File: config.mk
export PLATFORM = sky130hd
export DESIGN_NAME = sstv_pixel_color_assembly_top
export DESIGN_NICKNAME = d
export VERILOG_FILES = /design/src/sv/scpa_pkg.sv /design/src/sv/scpa_ram.sv /design/src/sv/scpa_level.sv /design/src/sv/scpa_csc.sv /design/src/sv/sstv_pixel_color_assembly_top.sv
export SDC_FILE = /design/constraint.sdc
export NUM_CORES = 2
export LEC_CHECK = 0
export BUFFER_PORTS_ARGS = -buffer_cell sky130_fd_sc_hd__buf_2
export CORE_UTILIZATION = 35
export CTS_CLUSTER_DIAMETER = 80
export CTS_CLUSTER_SIZE = 25
export DETAILED_ROUTE_END_ITERATION = 12
export HOLD_SLACK_MARGIN = 0.12
export PLACE_DENSITY = 0.59
export RECOVER_POWER = 50
export SKIP_LAST_GASP = 1
export SYNTH_ARGS = -nofsm -noshare
export SYNTH_HDL_FRONTEND = slang
export SYNTH_SLANG_ARGS = --single-unit
File: constraint.sdc
create_clock -name clk -period 35 [get_ports clk]
set_input_delay 5.25 -clock clk [delete_from_list [all_inputs] [get_ports clk]]
set_output_delay 5.25 -clock clk [all_outputs]
set_load 0.02 [all_outputs]
File: src/sv/scpa_pkg.sv
`timescale 1ns / 1ps
// Shared types, constants and helpers of the SSTV pixel color assembly block.
// No dependencies; scpa_level, scpa_csc and the top level refer to it by scoped names.
package scpa_pkg;

	// Chroma line store
	localparam int MAX_PIXELS = 512;
	localparam int CHR_AW     = $clog2(MAX_PIXELS);

	// Field widths
	localparam int FREQ_W = 16;
	localparam int IDX_W  = 9;
	localparam int LVL_W  = 8;
	localparam int FMT_W  = 3;

	// Frequency to level: d = freq - 1500, level = (d*255 + 400) / 800
	localparam int D_W  = 10;
	localparam int N_W  = 18;
	localparam int M_W  = 13;
	localparam int P_W  = 26;
	localparam logic signed [FREQ_W:0] FREQ_BASE = 17'sd1500;
	// first d whose level would pass 255
	localparam logic signed [FREQ_W:0] SAT_D     = 17'sd802;
	localparam logic [N_W-1:0]         LVL_RND   = 18'd400;
	localparam int                     LVL_SH    = 8;
	// n / 800 = (n >> 5) / 25, and m / 25 = (m * 5243) >> 17 for m below 8192
	localparam logic [M_W-1:0]         RECIP     = 13'd5243;
	localparam int                     RECIP_SH  = 17;
	localparam logic [LVL_W-1:0]       LVL_MAX   = 8'hFF;

	// Color conversion
	localparam int CSC_W = 18;
	localparam int SUM_W = 10;
	localparam int CSC_SH = 8;
	localparam logic signed [8:0]       CHROMA_MID = 9'sd128;
	localparam logic signed [CSC_W-1:0] COEF_RV = 18'sd351;
	localparam logic signed [CSC_W-1:0] COEF_GV = 18'sd179;
	localparam logic signed [CSC_W-1:0] COEF_GU = 18'sd86;
	localparam logic signed [CSC_W-1:0] COEF_BU = 18'sd443;

	// Color format codes; 4 to 7 give black
	localparam logic [FMT_W-1:0] FMT_ALT_YUV = 3'd0;
	localparam logic [FMT_W-1:0] FMT_GBR     = 3'd1;
	localparam logic [FMT_W-1:0] FMT_YUV     = 3'd2;
	localparam logic [FMT_W-1:0] FMT_RGB     = 3'd3;
	localparam logic [FMT_W-1:0] FMT_RESET   = FMT_GBR;

	// Register map
	localparam int         APB_AW           = 3;
	localparam logic [0:0] REG_COLOR_FORMAT = 1'b0;

	typedef struct packed {
		logic s1;
		logic s2;
		logic s3;
	} lvl_en_t;

	typedef struct packed {
		logic s4;
		logic s5;
	} csc_en_t;

	function automatic logic [CHR_AW-1:0] chroma_addr(input logic [IDX_W-1:0] idx);
		return CHR_AW'(idx);
	endfunction

	function automatic logic chroma_inside(input logic [IDX_W-1:0] idx);
		return 32'(idx) < MAX_PIXELS;
	endfunction

	function automatic logic [LVL_W-1:0] clamp8(input logic signed [SUM_W-1:0] x);
		logic [LVL_W-1:0] r;
		if (x < 0) begin
			r = '0;
		end else if (x > SUM_W'(LVL_MAX)) begin
			r = LVL_MAX;
		end else begin
			r = x[LVL_W-1:0];
		end
		return r;
	endfunction

endpackage

File: src/sv/scpa_ram.sv
`timescale 1ns / 1ps
// Generic single-write, single-read RAM with registered read data.
// No dependencies.
module scpa_ram #(
	parameter int WIDTH = 8,
	parameter int DEPTH = 512,
	localparam int AW = $clog2(DEPTH)
) (
	input  logic             clk,
	input  logic             we,
	input  logic [AW-1:0]    waddr,
	input  logic [WIDTH-1:0] wdata,
	input  logic             re,
	input  logic [AW-1:0]    raddr,
	output logic [WIDTH-1:0] rdata
);

	logic [WIDTH-1:0] mem_q [DEPTH];

	always_ff @(posedge clk) begin
		if (we) begin
			mem_q[waddr] <= wdata;
		end
		// read-first: a same-cycle write is seen on the next read
		if (re) begin
			rdata <= mem_q[raddr];
		end
	end

endmodule

File: src/sv/scpa_level.sv
`timescale 1ns / 1ps
// One channel's frequency-to-level pipeline, stages s1 to s3.
// Depends on scpa_pkg.
module scpa_level (
	input  logic                              clk,
	input  scpa_pkg::lvl_en_t                 en,
	input  logic signed [scpa_pkg::FREQ_W-1:0] freq,
	input  logic                              ok,
	output logic [scpa_pkg::LVL_W-1:0]        level_nxt,
	output logic [scpa_pkg::LVL_W-1:0]        level_s3
);

	logic signed [scpa_pkg::FREQ_W:0] diff;
	logic                             zero_nxt;
	logic                             sat_nxt;

	logic                       zero_s1;
	logic                       sat_s1;
	logic [scpa_pkg::D_W-1:0]   d_s1;
	logic [scpa_pkg::N_W-1:0]   num;

	logic                       zero_s2;
	logic                       sat_s2;
	logic [scpa_pkg::M_W-1:0]   m_s2;
	logic [scpa_pkg::P_W-1:0]   prod;

	// offset from the black tone; negative or invalid gives zero
	assign diff     = $signed({freq[scpa_pkg::FREQ_W-1], freq}) - scpa_pkg::FREQ_BASE;
	assign zero_nxt = !ok || diff[scpa_pkg::FREQ_W];
	assign sat_nxt  = diff >= scpa_pkg::SAT_D;

	// d*255 + 400, then drop the factor 32 of 800
	assign num = (scpa_pkg::N_W'(d_s1) << scpa_pkg::LVL_SH) - scpa_pkg::N_W'(d_s1)
		+ scpa_pkg::LVL_RND;

	// divide by 25 through the reciprocal
	assign prod = scpa_pkg::P_W'(m_s2) * scpa_pkg::P_W'(scpa_pkg::RECIP);

	always_comb begin
		if (zero_s2) begin
			level_nxt = '0;
		end else if (sat_s2) begin
			level_nxt = scpa_pkg::LVL_MAX;
		end else begin
			level_nxt = prod[scpa_pkg::RECIP_SH+scpa_pkg::LVL_W-1:scpa_pkg::RECIP_SH];
		end
	end

	always_ff @(posedge clk) begin
		if (en.s1) begin
			zero_s1 <= zero_nxt;
			sat_s1  <= sat_nxt;
			d_s1    <= diff[scpa_pkg::D_W-1:0];
		end
		if (en.s2) begin
			zero_s2 <= zero_s1;
			sat_s2  <= sat_s1;
			m_s2    <= num[scpa_pkg::N_W-1:scpa_pkg::N_W-scpa_pkg::M_W];
		end
		if (en.s3) begin
			level_s3 <= level_nxt;
		end
	end

endmodule

File: src/sv/scpa_csc.sv
`timescale 1ns / 1ps
// Color arrangement and YUV-to-RGB conversion, stages s4 and s5.
// Depends on scpa_pkg.
module scpa_csc (
	input  logic                           clk,
	input  scpa_pkg::csc_en_t              en,
	input  logic [scpa_pkg::FMT_W-1:0]     fmt,
	input  logic                           odd_s3,
	input  logic [scpa_pkg::LVL_W-1:0]     c0_s3,
	input  logic [scpa_pkg::LVL_W-1:0]     c1_s3,
	input  logic [scpa_pkg::LVL_W-1:0]     c2_s3,
	input  logic [scpa_pkg::LVL_W-1:0]     stored_s3,
	output logic [scpa_pkg::LVL_W-1:0]     blue,
	output logic [scpa_pkg::LVL_W-1:0]     green,
	output logic [scpa_pkg::LVL_W-1:0]     red
);

	logic [scpa_pkg::LVL_W-1:0] u_sel;
	logic [scpa_pkg::LVL_W-1:0] v_sel;
	logic signed [8:0]          uc;
	logic signed [8:0]          vc;

	logic [scpa_pkg::LVL_W-1:0]       y_s4;
	logic [scpa_pkg::LVL_W-1:0]       c0_s4;
	logic [scpa_pkg::LVL_W-1:0]       c1_s4;
	logic [scpa_pkg::LVL_W-1:0]       c2_s4;
	logic signed [scpa_pkg::CSC_W-1:0] pr_s4;
	logic signed [scpa_pkg::CSC_W-1:0] pg_s4;
	logic signed [scpa_pkg::CSC_W-1:0] pb_s4;

	logic signed [scpa_pkg::SUM_W-1:0] y_ext;
	logic signed [scpa_pkg::SUM_W-1:0] r_sum;
	logic signed [scpa_pkg::SUM_W-1:0] g_sum;
	logic signed [scpa_pkg::SUM_W-1:0] b_sum;
	logic [scpa_pkg::LVL_W-1:0]       blue_nxt;
	logic [scpa_pkg::LVL_W-1:0]       green_nxt;
	logic [scpa_pkg::LVL_W-1:0]       red_nxt;

	// chroma pick: alternating lines swap the live and stored chroma
	always_comb begin
		if (fmt == scpa_pkg::FMT_ALT_YUV) begin
			u_sel = odd_s3 ? c1_s3 : stored_s3;
			v_sel = odd_s3 ? stored_s3 : c1_s3;
		end else begin
			u_sel = c2_s3;
			v_sel = c1_s3;
		end
	end

	assign uc = $signed({1'b0, u_sel}) - scpa_pkg::CHROMA_MID;
	assign vc = $signed({1'b0, v_sel}) - scpa_pkg::CHROMA_MID;

	always_ff @(posedge clk) begin
		if (en.s4) begin
			y_s4  <= c0_s3;
			c0_s4 <= c0_s3;
			c1_s4 <= c1_s3;
			c2_s4 <= c2_s3;
			pr_s4 <= scpa_pkg::CSC_W'(vc) * scpa_pkg::COEF_RV;
			pg_s4 <= scpa_pkg::CSC_W'(vc) * scpa_pkg::COEF_GV
				+ scpa_pkg::CSC_W'(uc) * scpa_pkg::COEF_GU;
			pb_s4 <= scpa_pkg::CSC_W'(uc) * scpa_pkg::COEF_BU;
		end
	end

	// arithmetic shift floors the product scaling
	assign y_ext = scpa_pkg::SUM_W'($signed({1'b0, y_s4}));
	assign r_sum = y_ext + scpa_pkg::SUM_W'(pr_s4 >>> scpa_pkg::CSC_SH);
	assign g_sum = y_ext - scpa_pkg::SUM_W'(pg_s4 >>> scpa_pkg::CSC_SH);
	assign b_sum = y_ext + scpa_pkg::SUM_W'(pb_s4 >>> scpa_pkg::CSC_SH);

	always_comb begin
		unique case (fmt)
			scpa_pkg::FMT_ALT_YUV, scpa_pkg::FMT_YUV: begin
				blue_nxt  = scpa_pkg::clamp8(b_sum);
				green_nxt = scpa_pkg::clamp8(g_sum);
				red_nxt   = scpa_pkg::clamp8(r_sum);
			end
			scpa_pkg::FMT_GBR: begin
				blue_nxt  = c1_s4;
				green_nxt = c0_s4;
				red_nxt   = c2_s4;
			end
			scpa_pkg::FMT_RGB: begin
				blue_nxt  = c2_s4;
				green_nxt = c1_s4;
				red_nxt   = c0_s4;
			end
			default: begin
				blue_nxt  = '0;
				green_nxt = '0;
				red_nxt   = '0;
			end
		endcase
	end

	always_ff @(posedge clk) begin
		if (en.s5) begin
			blue  <= blue_nxt;
			green <= green_nxt;
			red   <= red_nxt;
		end
	end

endmodule

File: src/sv/sstv_pixel_color_assembly_top.sv
`timescale 1ns / 1ps
// Top level of the SSTV pixel color assembly block: control, chroma store, register port.
// Depends on scpa_pkg, scpa_ram, scpa_level and scpa_csc.

// Turns one pixel's three measured tone frequencies into one BMP pixel (blue, green,
// red). Each frequency maps to a level 0..255 from 1500 Hz up in steps of 800/255 Hz;
// a channel flagged invalid in window_ok reads as 0. color_format picks the layout:
// 0 alternating-line YUV, where the chroma of the previous line is kept per pixel in
// a 512-entry store, 1 GBR, 2 three-channel YUV, 3 RGB, 4..7 black. The datapath is
// a five-stage pipeline (three stages for the level, two for color conversion) and
// takes one item per clock while in_stall is low; a result shows on out_valid when its
// item reaches s5, and out_stall holds the whole pipe only as far back as it
// is full. The chroma store is read one stage before it is written, and a same-edge
// read of the entry being written picks up the new value, so consecutive pixels on
// any index pattern are exact. After reset the store is cleared, one entry a clock;
// in_stall stays high during that pass while register writes are taken as usual.
// Change color_format only while no item is in flight.
module sstv_pixel_color_assembly_top (
	input  logic                              clk,
	input  logic                              arst_n,

	input  logic                              psel,
	input  logic                              penable,
	input  logic                              pwrite,
	input  logic [scpa_pkg::APB_AW-1:0]       paddr,
	input  logic [31:0]                       pwdata,
	output logic [31:0]                       prdata,
	output logic                              pready,

	input  logic                              in_valid,
	output logic                              in_stall,
	input  logic signed [scpa_pkg::FREQ_W-1:0] chan0_freq,
	input  logic signed [scpa_pkg::FREQ_W-1:0] chan1_freq,
	input  logic signed [scpa_pkg::FREQ_W-1:0] chan2_freq,
	input  logic [2:0]                        window_ok,
	input  logic [scpa_pkg::IDX_W-1:0]        pixel_index,
	input  logic                              line_odd,

	output logic                              out_valid,
	input  logic                              out_stall,
	output logic [scpa_pkg::LVL_W-1:0]        blue,
	output logic [scpa_pkg::LVL_W-1:0]        green,
	output logic [scpa_pkg::LVL_W-1:0]        red
);

	// configuration
	logic [scpa_pkg::FMT_W-1:0] fmt_q;
	logic                       cfg_wr;

	// store clearing pass
	logic                        clearing_q;
	logic [scpa_pkg::CHR_AW-1:0] clr_cnt_q;

	// pipeline control
	logic v_s1, v_s2, v_s3, v_s4, v_s5;
	logic rdy1, rdy2, rdy3, rdy4, rdy5;
	logic accept;
	scpa_pkg::lvl_en_t lvl_en;
	scpa_pkg::csc_en_t csc_en;

	// sideband carried with the item
	logic [scpa_pkg::IDX_W-1:0] idx_s1, idx_s2;
	logic                       odd_s1, odd_s2, odd_s3;
	logic                       inside_s2;

	// chroma store access
	logic                        item_we;
	logic                        ram_we;
	logic [scpa_pkg::CHR_AW-1:0] ram_waddr;
	logic [scpa_pkg::LVL_W-1:0]  ram_wdata;
	logic [scpa_pkg::LVL_W-1:0]  ram_rdata;
	logic                        byp_q;
	logic [scpa_pkg::LVL_W-1:0]  byp_data_q;
	logic [scpa_pkg::LVL_W-1:0]  stored_s2;
	logic [scpa_pkg::LVL_W-1:0]  stored_s3;

	// levels
	logic [scpa_pkg::LVL_W-1:0] lvl0_nxt, lvl1_nxt, lvl2_nxt;
	logic [scpa_pkg::LVL_W-1:0] lvl0_s3, lvl1_s3, lvl2_s3;

	// ---------------- register port ----------------
	assign pready = 1'b1;
	assign cfg_wr = psel && penable && pwrite && pready;
	assign prdata = (paddr[2] == scpa_pkg::REG_COLOR_FORMAT) ? 32'(fmt_q) : '0;

	always_ff @(posedge clk or negedge arst_n) begin
		if (!arst_n) begin
			fmt_q <= scpa_pkg::FMT_RESET;
		end else if (cfg_wr && paddr[2] == scpa_pkg::REG_COLOR_FORMAT) begin
			fmt_q <= pwdata[scpa_pkg::FMT_W-1:0];
		end
	end

	// ---------------- clearing pass ----------------
	always_ff @(posedge clk or negedge arst_n) begin
		if (!arst_n) begin
			clearing_q <= 1'b1;
			clr_cnt_q  <= '0;
		end else if (clearing_q) begin
			if (clr_cnt_q == scpa_pkg::CHR_AW'(scpa_pkg::MAX_PIXELS - 1)) begin
				clearing_q <= 1'b0;
			end else begin
				clr_cnt_q <= clr_cnt_q + 1'b1;
			end
		end
	end

	// ---------------- pipeline control ----------------
	// a stage loads when it is empty or its contents move on
	assign rdy5 = !v_s5 || !out_stall;
	assign rdy4 = !v_s4 || rdy5;
	assign rdy3 = !v_s3 || rdy4;
	assign rdy2 = !v_s2 || rdy3;
	assign rdy1 = !v_s1 || rdy2;

	assign in_stall  = clearing_q || !rdy1;
	assign accept    = in_valid && !in_stall;
	assign out_valid = v_s5;

	assign lvl_en = '{s1: rdy1, s2: rdy2, s3: rdy3};
	assign csc_en = '{s4: rdy4, s5: rdy5};

	always_ff @(posedge clk or negedge arst_n) begin
		if (!arst_n) begin
			v_s1 <= 1'b0;
			v_s2 <= 1'b0;
			v_s3 <= 1'b0;
			v_s4 <= 1'b0;
			v_s5 <= 1'b0;
		end else begin
			if (rdy1) v_s1 <= accept;
			if (rdy2) v_s2 <= v_s1;
			if (rdy3) v_s3 <= v_s2;
			if (rdy4) v_s4 <= v_s3;
			if (rdy5) v_s5 <= v_s4;
		end
	end

	always_ff @(posedge clk) begin
		if (rdy1) begin
			idx_s1 <= pixel_index;
			odd_s1 <= line_odd;
		end
		if (rdy2) begin
			idx_s2 <= idx_s1;
			odd_s2 <= odd_s1;
		end
		if (rdy3) begin
			odd_s3    <= odd_s2;
			stored_s3 <= stored_s2;
		end
	end

	// ---------------- level units ----------------
	scpa_level u_lvl0 (
		.clk       (clk),
		.en        (lvl_en),
		.freq      (chan0_freq),
		.ok        (window_ok[0]),
		.level_nxt (lvl0_nxt),
		.level_s3  (lvl0_s3)
	);

	scpa_level u_lvl1 (
		.clk       (clk),
		.en        (lvl_en),
		.freq      (chan1_freq),
		.ok        (window_ok[1]),
		.level_nxt (lvl1_nxt),
		.level_s3  (lvl1_s3)
	);

	scpa_level u_lvl2 (
		.clk       (clk),
		.en        (lvl_en),
		.freq      (chan2_freq),
		.ok        (window_ok[2]),
		.level_nxt (lvl2_nxt),
		.level_s3  (lvl2_s3)
	);

	// ---------------- chroma store ----------------
	// read as the item enters s2, write channel 1's level as it leaves s2
	assign inside_s2 = scpa_pkg::chroma_inside(idx_s2);
	assign item_we   = rdy3 && v_s2 && !clearing_q
		&& fmt_q == scpa_pkg::FMT_ALT_YUV && inside_s2;
	assign ram_we    = clearing_q || item_we;
	assign ram_waddr = clearing_q ? clr_cnt_q : scpa_pkg::chroma_addr(idx_s2);
	assign ram_wdata = clearing_q ? '0 : lvl1_nxt;

	scpa_ram #(
		.WIDTH (scpa_pkg::LVL_W),
		.DEPTH (scpa_pkg::MAX_PIXELS)
	) u_chroma_ram (
		.clk   (clk),
		.we    (ram_we),
		.waddr (ram_waddr),
		.wdata (ram_wdata),
		.re    (rdy2),
		.raddr (scpa_pkg::chroma_addr(idx_s1)),
		.rdata (ram_rdata)
	);

	// forward a write that lands on the entry being read at the same edge
	always_ff @(posedge clk or negedge arst_n) begin
		if (!arst_n) begin
			byp_q <= 1'b0;
		end else if (rdy2) begin
			byp_q <= item_we
				&& scpa_pkg::chroma_addr(idx_s1) == scpa_pkg::chroma_addr(idx_s2);
		end
	end

	always_ff @(posedge clk) begin
		if (rdy2) begin
			byp_data_q <= lvl1_nxt;
		end
	end

	always_comb begin
		if (!inside_s2) begin
			stored_s2 = '0;
		end else if (byp_q) begin
			stored_s2 = byp_data_q;
		end else begin
			stored_s2 = ram_rdata;
		end
	end

	// ---------------- color conversion ----------------
	scpa_csc u_csc (
		.clk       (clk),
		.en        (csc_en),
		.fmt       (fmt_q),
		.odd_s3    (odd_s3),
		.c0_s3     (lvl0_s3),
		.c1_s3     (lvl1_s3),
		.c2_s3     (lvl2_s3),
		.stored_s3 (stored_s3),
		.blue      (blue),
		.green     (green),
		.red       (red)
	);

	// ---------------- assertions ----------------
	a_clear_blocks_input: assert property (@(posedge clk) disable iff (!arst_n)
		clearing_q |-> in_stall)
		else $error("item accepted during store clearing");

	a_clear_once: assert property (@(posedge clk) disable iff (!arst_n)
		!clearing_q |=> !clearing_q)
		else $error("clearing pass restarted");

	a_accept_enters: assert property (@(posedge clk) disable iff (!arst_n)
		accept |=> v_s1)
		else $error("accepted item missing from stage 1");

	a_stall_holds_s4: assert property (@(posedge clk) disable iff (!arst_n)
		v_s5 && out_stall && v_s4 |=> v_s4 && v_s5)
		else $error("item dropped behind a stalled result");

	a_item_write_mode: assert property (@(posedge clk) disable iff (!arst_n)
		item_we |-> fmt_q == scpa_pkg::FMT_ALT_YUV && v_s2)
		else $error("chroma store written outside alternating YUV");

endmodule
==> metrics.txt <==
status complete, but fails checks; violated checks max-capacitance violations, max-slew violations; met1 usage 23.20%; Worst Setup Path Type flip-flop to flip-flop; Synth-to-Final Area Change 7.635%; R2R depth 13; Hold Crit Class flip-flop to flip-flop; fin. max-slew vios 4478; CTS tree built; Clock Latency Late Sink 970 ps; Final Cell Area about 200000 um^2; antenna-violating nets left 0; Global Route met3 Usage 2.552%; reg2reg start idx_s1[1]; gr busiest metal met2; Initial DRC Count roughly 9900; CTS Buffer Depth 4; Post-synth EDFFs between 4000 and 5000; largest net degree at the start of global routing 230; RSZ-0062 raised after global routing false; Crit. Startpoint idx_s1[1]; sequential share of the synthesized area 70.52%; vias 91440; min cycle time layout 21650 ps; Arr. time, crit path roughly 22000 ps; Final period util around three fifths; total grt overflow 0; GR Util met2 26.89%; fmax 46.19 MHz; DRT Pass-1 Iters 6; Yosys warnings 0; DRT Wirelength around 450000 um; Die ar. 530900 um^2; number of port buffers 100; Die Y approximately 730 um; Post-CTS Hold Buffers 0; fill cell count ~47000; critical path capture point type flip-flop; Mapped Cells slightly below 10000; first-pass GRT wire length 650500 um; vias in the first global route around 93000; WL per Instance between 20 and 30 um; row cnt about 270; Yosys cell types 83; final setup fails 0; Post CTS Setup Buffer Count 0; Post-DP Area 193300 um^2; chip width 728.6 um; Avg Cell Area, Syn 18.70 um^2; Num CTS Buffers 210; critical path endpoint u_chroma_ram.rdata[0]; required time worst endpoint approximately 36000 ps; Max-Cap Viols between 50 and 60; Post-layout nets around 11000; I/O pin count between 150 and 200; Synth Cell Area 184800 um^2; Initial Util a little over a third; share of cells above drive strength 1 roughly 15%; Via density 5.411; placer congestion estimate between 0.8 and 0.9; relative slew slack -712.0%; CP Launch Type flip-flop; clk sink count about 4300; worst slew pin tran approximately 12000 ps; Final Core Density between 30% and 40%; HPWL after DPL roughly 280000 um; R2R Setup Slk approximately 13000 ps; Reg clk slew, reported paths approximately 100 ps; Setup TNS Final 0 ps; clk_skew 104.0 ps; Final Hold Fails 0; crit path max fanout ~140; initial antenna violation count 17; R2R Path End u_chroma_ram.rdata[0]; FFs w/ async S/R, synth less than 1%; Core ar. about 530000 um^2; post-synthesis sequential element count 4343; ys flop type edfxtp_1; Overall Global Routing Usage roughly 16%; cts repair resizes 0; H-tree depth 4; clock root buffer clkbuf_16; DRC 0
[cells in the final DEF (no fill, tap or decap), types with 215 or more instances in the layout]
master and instances:
nor2_1 621, edfxtp_1 4324, a21oi_1 300, fa_1 253, clkbuf_16 215, nand2_1 228, inv_1 575, mux2i_1 314
mux4_2 942, ha_1 509
[synthesized netlist by cell type (56+ instances only)]
master	instances	area, um^2
nand2_1	228	855.8
nor2_1	629	2361
xnor2_1	110	963.4
nand3_1	124	620.6
o21ai_0	79	395.4
edfxtp_1	4324	129800
buf_2	128	640.6
fa_1	253	5065
clkbuf_1	260	975.9
o221ai_1	176	1541
a21oi_1	300	1501
inv_1	575	2158
mux4_2	942	21220
buf_4	80	600.6
a22oi_1	206	1546
nand4_1	56	350.3
ha_1	509	6369
mux2i_1	314	3143
[per-stage QoR]
stage / instances / worst slack (ps) / hold slack (ps)
global placement: 16620 / 22780 / 409.9
CTS: 16900 / 22750 / 417.2
detailed placement: 16620 / 22750 / 404.5
finish: 16900 / 13350 / 416.0
global route: 16900 / 12320 / 422.3
floorplan: 9909 / 7470 / 400.3
[final cells by class]
type | instances | area [um^2] | share of cell area (%)
flip-flops and latches | 4343 | 130300 | 65.52
multi-input cells | 4477 | 50160 | 25.22
well taps | 6968 | 8718 | 4.383
clock buffers | 226 | 5421 | 2.726
inverters | 576 | 2162 | 1.087
repair buffers | 256 | 1464 | 0.7360
clock inverters | 49 | 645.6 | 0.3246
diodes | 4 | 10.01 | 0.005032
[sequential cells by signal (all words and copies together), names as in the netlist, 9 cells and up]
register and count:
u_chroma_ram.mem_q 4096, u_lvl0.m_s2 13, u_lvl1.m_s2 13, u_lvl2.m_s2 13, u_csc.pb_s4 10, u_csc.pg_s4 10
u_csc.pr_s4 10, u_lvl0.d_s1 10, u_lvl1.d_s1 10, u_lvl2.d_s1 10, clr_cnt_q 9, idx_s1 9
idx_s2 9
[kinds of logic (layout without fill, tap and decap cells)]
logic type | count (synthesis) | in the layout | share of synthesized area (%)
DFF | 4343 | 4343 | 70.52
muxes | 1279 | 1279 | 13.33
and+or+nand+nor | 1233 | 1233 | 2.945
buffers and inverters | 1089 | 1107 | 2.486
AOI/OAI and AO/OA | 1016 | 1016 | 3.781
adders and majority gates | 762 | 762 | 6.187
xor gates and xnor gates | 157 | 157 | 0.7441
other | 2 | 34 | 0.004064
[layer usage]
metal,vias to the layer above,share of wire (%)
li1,38970,-
met1,48660,42
met2,3275,48
met3,523,7.3
met4,10,2.7
met5,-,0.016
[how the worst min path moves through the flow]
stage | to | slack, ps | startpoint | cells past startpoint
after floorplan | odd_s2 | 400 | odd_s1 | 0
after global placement | u_lvl2.zero_s2 | 410 | u_lvl2.zero_s1 | 0
after detailed placement | u_csc.c0_s4[1] | 400 | u_lvl0.level_s3[1] | 0
after CTS | u_csc.c0_s4[4] | 420 | u_lvl0.level_s3[4] | 0
after global routing | u_csc.c0_s4[4] | 420 | u_lvl0.level_s3[4] | 0
final | u_csc.c0_s4[4] | 420 | u_lvl0.level_s3[4] | 0
[critical path, cell delays in order (launching register included)]
cell      delay, ps
edfxtp_1        330
clkbuf_1       6330
clkbuf_1       2880
clkbuf_1       1880
clkbuf_1       1990
clkbuf_1       2210
clkbuf_1       2540
mux4_2          490
a22oi_1         470
nand2_1         210
nand3_1         210
a21oi_1          90
nor3_1          870
o211ai_1        440
Power is not shown: default switching activity piles up to over one toggle a cycle in this logic, so the estimate is an artifact.
